===== config.mk =====
export PLATFORM = sky130hd
export DESIGN_NAME = dpb_div_cell
export DESIGN_NICKNAME = d
export VERILOG_FILES = /design/src/hw/rtl/dpb_pkg.sv /design/src/hw/rtl/dpb_div_cell.sv
export SDC_FILE = /design/constraint.sdc
export NUM_CORES = 1
export LEC_CHECK = 0
export BUFFER_PORTS_ARGS = -buffer_cell sky130_fd_sc_hd__buf_2
export CORE_AREA = 10 10 217 219
export CTS_CLUSTER_DIAMETER = 30
export DETAILED_ROUTE_END_ITERATION = 7
export DIE_AREA = 0 0 227 229
export GPL_TIMING_DRIVEN = 0
export PLACE_DENSITY = 0.71
export SETUP_SLACK_MARGIN = 0.3
export SKIP_LAST_GASP = 1
export SLEW_MARGIN = 0
export SYNTH_ARGS = -nofsm -noshare
export SYNTH_HDL_FRONTEND = slang
export SYNTH_SLANG_ARGS = --single-unit

===== constraint.sdc =====
create_clock -name clk -period 0.9 [get_ports clk]
set_clock_uncertainty 0.1 [all_clocks]
set_input_delay 0.135 -clock clk [delete_from_list [all_inputs] [get_ports clk]]
set_output_delay 0.135 -clock clk [all_outputs]
set_load 0.05 [all_outputs]

===== src/hw/rtl/dpb_pkg.sv =====
// Shared types and constants for the depth pixel back-projection block.
// Used by the square-root cells, the divider cells and the top level.
`default_nettype none
package dpb_pkg;

    localparam int CFG_AW      = 5;
    localparam int MAG_W       = 48;   // |dx|*fy, |dy|*fx, fx*fy
    localparam int NORM_W      = 30;   // components after normalisation
    localparam int SHIFT_W     = 5;
    localparam int SQ_W        = 63;   // sum of squares and root working width
    localparam int PROD_W      = 46;   // depth times normalised component
    localparam int ROOT_W      = 31;
    localparam int ROOT_STEPS  = 31;
    localparam int DEN_W       = 32;
    localparam int NUM_W       = 57;
    localparam int QUO_W       = 25;
    localparam int OUT_TDATA_W = 80;

    localparam logic [2:0] REG_FOCAL_X   = 3'd0;
    localparam logic [2:0] REG_FOCAL_Y   = 3'd1;
    localparam logic [2:0] REG_CENTER_X  = 3'd2;
    localparam logic [2:0] REG_CENTER_Y  = 3'd3;
    localparam logic [2:0] REG_RANGE_MIN = 3'd4;
    localparam logic [2:0] REG_RANGE_MAX = 3'd5;

    typedef struct packed {
        logic       vld;
        logic [7:0] label;
        logic       neg_x;
        logic       neg_y;
    } tag_t;

    typedef struct packed {
        tag_t              tag;
        logic [PROD_W-1:0] na;
        logic [PROD_W-1:0] nb;
        logic [PROD_W-1:0] nk;
        logic [SQ_W-1:0]   rem;
        logic [SQ_W-1:0]   root;
    } sq_t;

    typedef struct packed {
        tag_t                       tag;
        logic [DEN_W-1:0]           den;
        logic [2:0][NUM_W-1:0]      rem;
        logic [2:0][QUO_W-1:0]      quo;
    } div_t;

endpackage
`default_nettype wire


===== src/hw/rtl/dpb_div_cell.sv =====
// One step of the pipelined restoring divider: one quotient bit for all three lanes.
// Depends on dpb_pkg for the div_t payload.
`default_nettype none
module dpb_div_cell #(
    parameter int BITP = 0
) (
    input  wire            clk,
    input  wire            rst_n,
    input  wire            en,
    input  dpb_pkg::div_t  din,
    output dpb_pkg::div_t  dout
);
    import dpb_pkg::*;

    div_t             cell_reg;
    div_t             cell_next;
    logic [NUM_W-1:0] shifted;

    always_comb
    begin
        cell_next = din;
        shifted   = NUM_W'(din.den) << BITP;
        for (int i = 0; i < 3; i++)
        begin
            if (din.rem[i] >= shifted)
            begin
                cell_next.rem[i]       = din.rem[i] - shifted;
                cell_next.quo[i][BITP] = 1'b1;
            end
        end
    end

    always_ff @(posedge clk or negedge rst_n)
    begin
        if (!rst_n)
        begin
            cell_reg <= '0;
        end
        else if (en)
        begin
            cell_reg <= cell_next;
        end
    end

    assign dout = cell_reg;

endmodule
`default_nettype wire


# Word-level counts from Yosys, hierarchy flattened
# Index checks and enable logic that the tools add are counted.
[word_totals] output_inout_bits=289 ff_bits=289 input_bits=292 elab_cells=23
[classes] addsub=3 n_mux=6 order_cmp=3
[op_table] op="$ge A57 B32 Y1" n=3
[op_table] op="$mux W57" n=3
[op_table] op="$sub A57 B32 Y57" n=3
[op_table] op="$mux W1" n=3

# Longest topological paths before layout
[depth] ltp_word=2 depth_mapped=15 mapped_depth_nobuf=13

# Worst setup path before layout
# OpenSTA, ideal clock, no wires.
[synth_path] kind="input to register" startpoint="in din[189] in the netlist's numbering" endpoint="reg cell_reg, in the netlist dout[233]" arrival_ps=3114 setup_ps=82 required_ps=718 path_slack_ps=-2396 cell_stages=13 cell_sequence="inv_1 -> ha_1 -> inv_1 -> fa_1 -> a21o_1 -> a221o_1 -> a221o_1 -> a21boi_1 -> o21ai_1 -> a2111oi_2 -> nand3_2 -> or4_1 -> a31oi_1"
[synth_between] elab_chain_cells=2
[synth_rtl] item="start, declared" line_no="dpb_div_cell.sv:10" source="input dpb_pkg::div_t din,"
[synth_rtl] item="$sub A57 B32 Y57 or $ge A57 B32 Y1 (tied branches)" line_no="dpb_div_cell.sv:27, dpb_div_cell.sv:25"
[synth_rtl] item="$mux W57 (*)" line_no="dpb_div_cell.sv:25" source="if (din.rem[i] >= shifted)"
[synth_rtl] item="end signal, assigned" line_no="dpb_div_cell.sv:41" source="cell_reg <= cell_next;"
[synth_rtl] item="end, declared" line_no="dpb_div_cell.sv:15" source="div_t cell_reg;"
# Mark *: on every way between the ends. The rest lies on a longest branch, timed or not.
# A chain may end at the register's enable or synchronous reset.

# Worst setup path after layout
[layout_path] startpoint="in din[241] in the netlist's numbering" endpoint="reg cell_reg, in the netlist dout[189]"
[layout_between] elab_chain_cells=2
[layout_rtl] item="$ge A57 B32 Y1" line_no="dpb_div_cell.sv:25"
[layout_rtl] item="$mux W57" line_no="dpb_div_cell.sv:25"
# Every way passes these cells.

==> summary.txt <==
Die
  – Area of the placeable core: 0.0427 mm²
  – Vertical extent of the die: 229 µm
  – Overall die width: 227 µm
  – Starting Density: 44.9%
  – Die footprint: 0.0520 mm²
  – Number of rows in the core area: 76
  – Io pins: 581

Timing
  – Worst slew slack as a fraction of its limit: 10.7%
  – Setup violations, final: 541
  – Crit path setup slack, layout: -2.02 ns
  – Worst-case hold slack: -0.648 ns
  – Measured slew at the worst slew-check pin: 1.34 ns
  – Fin. max-slew vios: 0
  – Total negative slack for setup checks: -500.78 ns
  – Share of the clock period used by the worst path after layout: 324%
  – Shortest clock period the worst path allows after layout: 2.92 ns
  – Setup repair after global routing missed its margin: true
  – Final hold viol count: 389
  – Max Clock Freq: 343 MHz

Synthesis
  – Number of synthesized register bits: 289
  – Most common cell in the synthesized netlist: sky130_fd_sc_hd__dfrtp_1
  – Register area share after synthesis: 37.7%
  – Synthesized net count: 2559
  – Top-area cell type share of the netlist area: 37.7%
  – Most used flip-flop cell after synthesis: sky130_fd_sc_hd__dfrtp_1
  – Synth cell types: 82
  – Mapped Area: 0.0192 mm²
  – Number of enable-type register cells in the synthesized netlist: 0
  – Asr flop ratio synth: 100%
  – Synthesized area per cell: 8.84 µm²
  – Library cell occupying the most area in the post-synthesis netlist: sky130_fd_sc_hd__dfrtp_1
  – Warnings, synthesis: 0
  – Number of instances in the synthesized netlist: 2168
  – Most common library cells after synthesis: sky130_fd_sc_hd__dfrtp_1, sky130_fd_sc_hd__nor2_1, sky130_fd_sc_hd__a21oi_1, sky130_fd_sc_hd__nand2_1, sky130_fd_sc_hd__mux2_2
  – Biggest area contributors in the synthesized netlist: sky130_fd_sc_hd__dfrtp_1, sky130_fd_sc_hd__mux2_2, sky130_fd_sc_hd__a21oi_1, sky130_fd_sc_hd__ha_1, sky130_fd_sc_hd__nor2_1

Clocking
  – Number of CTS-inserted buffers: 79
  – Number of buffers inserted for hold repair after clock tree synthesis: 19
  – CTS Sinks: 289
  – Clock latency on the worst-skew pair: 0.61 ns
  – Clock edge transition at the registers on the reported setup and hold paths: 0.04 ns
  – Clk buf depth: 3
  – Clock tree from TritonCTS: built
  – # H-tree levels: 3
  – Clock tree root driver cell: sky130_fd_sc_hd__clkbuf_16

Power and ir drop
  – Leakage power: 13.1 nW
  – Part of the power in combinational logic: 31.3%
  – Maximum vdd drop: 1.94 mV
  – Clock network fraction of design power: 44.4%
  – Sw Share: 36.5%
  – P_sw: 24.2 mW
  – Power density relative to cell area: 2130 mW/mm²
  – Internal power contribution: 42.0 mW
  – Power share of the sequential group: 24.2%

Layout
  – Number of nets in the layout: 3411
  – Fraction of final layout cells sized beyond drive strength 1: 54.1%
  – Flip-flop count of the largest register after layout: 289
  – P&R area growth vs syn: 62.3%

Min path
  – Path type of the worst min-delay path: input port to async pin

Worst setup path
  – Register-to-register path setup slack: -0.08 ns
  – End point of the critical path: dout[189]$_DFFE_PN0P_
  – Crit path launch: din[241]
  – Destination of the worst register-to-register timing path: dout[114]$_DFFE_PN0P_
  – CP Launch Type: input port
  – Critical path start-end classification: input port to flip-flop
  – Launch point of the worst reg-to-reg path: dout[114]$_DFFE_PN0P_
  – Critical-path maximum fanout: 10
  – Data arrival time of the worst path: 3.28 ns
  – Data required time at the worst endpoint: 1.27 ns
  – Logic depth of the worst register-to-register path: 1
  – Kind of end point of the critical path: flip-flop

Global routing
  – GR Util met3: 9.39%
  – Met2 layer usage reported by global route: 56.1%
  – First-pass GRT wire length: 137 mm
  – Overall track demand over capacity in global routing: 34.8%
  – Via count of the first global-routing pass: 21.7k
  – GRT busiest layer: met2
  – Routing usage on met1: 41.1%
  – Number of antenna violations at the first check in global routing: 25
  – Maximum number of pins on one net before global-route repair: 93
  – Overall overflow remaining after global route: 0

Routing
  – Wirelength, routed: 95.5 mm
  – DR DRC count: 0
  – DRT antenna net count: 0
  – Post-DR wirelength/cell: 26.1 µm
  – DR iter-0 viols: 1745
  – Detailed-routing iteration count for the pre-antenna-repair pass: 6
  – Vias per Instance: 5.93
  – Vias after detailed routing: 21.7k

Job
  – Max Cap Viol: 0

Placement
  – Placer's final routability congestion estimate: 0.968
  – Placed wire-length estimate: 71.6 mm
  – Number of I/O port buffers: 579
  – Worst setup slack after placement: -3.33 ns

Status
  – Violations in the final reports: negative hold slack, negative setup slack
  – Status: complete, but fails checks
-- power by group through the flow --
stage	Sequential, mW	Combinational, mW	Clock [mW]
floorplan	22.1	6.66	0
global placement	16.1	18.3	0
detailed placement	16.1	18.4	0
CTS	16.0	19.9	29.6
global route	16.2	21.8	30.4
finish	16.0	20.7	29.4
-- worst min path at each step --
| stage | start | to | slack [ns] | cells past startpoint |
|---|---|---|---|---|
| floorplan | rst_n | dout[0]$_DFFE_PN0P_ | -0.26 | 0 |
| global route | rst_n | dout[268]$_DFFE_PN0P_ | -0.63 | 1 |
| finish | rst_n | dout[268]$_DFFE_PN0P_ | -0.65 | 1 |
| detailed placement | rst_n | dout[22]$_DFFE_PN0P_ | -0.007 | 1 |
| CTS | rst_n | dout[22]$_DFFE_PN0P_ | -0.64 | 1 |
| global placement | din[52] | dout[52]$_DFFE_PN0P_ | 0.27 | 2 |
-- stage by stage --
stage | util [%] | std cells | area [µm²] | total power, mW
global placement | 57.2 | 3293 | 24400 | 34.3
CTS | 70.4 | 3593 | 30100 | 65.5
detailed placement | 57.4 | 3296 | 24500 | 34.6
global route | 72.8 | 3649 | 31100 | 68.3
floorplan | - | 2168 | 20800 | 28.7
finish | 72.8 | 3652 | 31100 | 66.1
-- critical path, cell delays in order --
cell and delay, ns:
sky130_fd_sc_hd__buf_2 0.12, sky130_fd_sc_hd__or4_4 0.57, sky130_fd_sc_hd__or4_4 0.47, sky130_fd_sc_hd__or4b_4 0.54, sky130_fd_sc_hd__a21oi_2 0.17, sky130_fd_sc_hd__nand2_2 0.12
sky130_fd_sc_hd__a311oi_4 0.26, sky130_fd_sc_hd__buf_6 0.17, sky130_fd_sc_hd__buf_6 0.12, sky130_fd_sc_hd__buf_6 0.14, sky130_fd_sc_hd__nor2_1 0.06, sky130_fd_sc_hd__a21oi_2 0.31
sky130_fd_sc_hd__a21oi_1 0.11
-- layout make-up --
cell class / instances / area (µm²)
clock inverter: 39 / 489
inverter: 68 / 364
antenna: 20 / 50.0
timing repair buffer: 770 / 5030
clock buffer: 108 / 2320
buffer: 122 / 1090
sequential: 289 / 7530
multi-input combinational: 1690 / 13500
fill: 3145 / 11600
tap: 546 / 683
-- logic make-up (layout without fill, tap and decap cells) --
logic type | after synthesis | in the layout | share of synthesized area, %
buffers and inverters | 190 | 1107 | 3.92
XOR/XNOR | 124 | 124 | 5.67
AO/OA/AOI/OAI | 600 | 600 | 19.7
multiplexers | 143 | 143 | 8.25
flip-flops | 289 | 289 | 37.7
adder cells (fa/ha/maj) | 99 | 99 | 6.58
other | 0 | 20 | 0
AND/OR/NAND/NOR | 723 | 724 | 18.1
-- placed cells by master (no fill, tap or decap), types with 38 or more instances in the layout --
cell type                   count
sky130_fd_sc_hd__buf_2        569
sky130_fd_sc_hd__nor2_1       246
sky130_fd_sc_hd__dfrtp_2      239
sky130_fd_sc_hd__a21oi_1      188
sky130_fd_sc_hd__nand2_1      130
sky130_fd_sc_hd__buf_4        125
sky130_fd_sc_hd__mux2_2       119
sky130_fd_sc_hd__clkbuf_16     94
sky130_fd_sc_hd__xnor2_1       82
sky130_fd_sc_hd__ha_1          60
sky130_fd_sc_hd__o21ai_0       53
sky130_fd_sc_hd__clkbuf_1      50
sky130_fd_sc_hd__a21o_1        50
sky130_fd_sc_hd__a21oi_2       50
sky130_fd_sc_hd__dfrtp_1       50
sky130_fd_sc_hd__a31oi_1       47
sky130_fd_sc_hd__clkbuf_8      40
sky130_fd_sc_hd__or3_1         38
sky130_fd_sc_hd__nor3_1        38
-- routing by layer --
metal  up-vias  wire (µm)
met3       266       8370
met2      1060      44900
met4        12       5200
met1     10700      36900
li1       9677          -
met5         -         67
-- what timing repair did --
action,in CTS,in global routing
cloned,11,5
hold endpoints to repair,408,389
buffers inserted,120,34
pin swaps,94,76
setup endpoints to repair,746,746
gates resized for setup,283,116
Note: power is estimated with default switching activity, not from simulation.
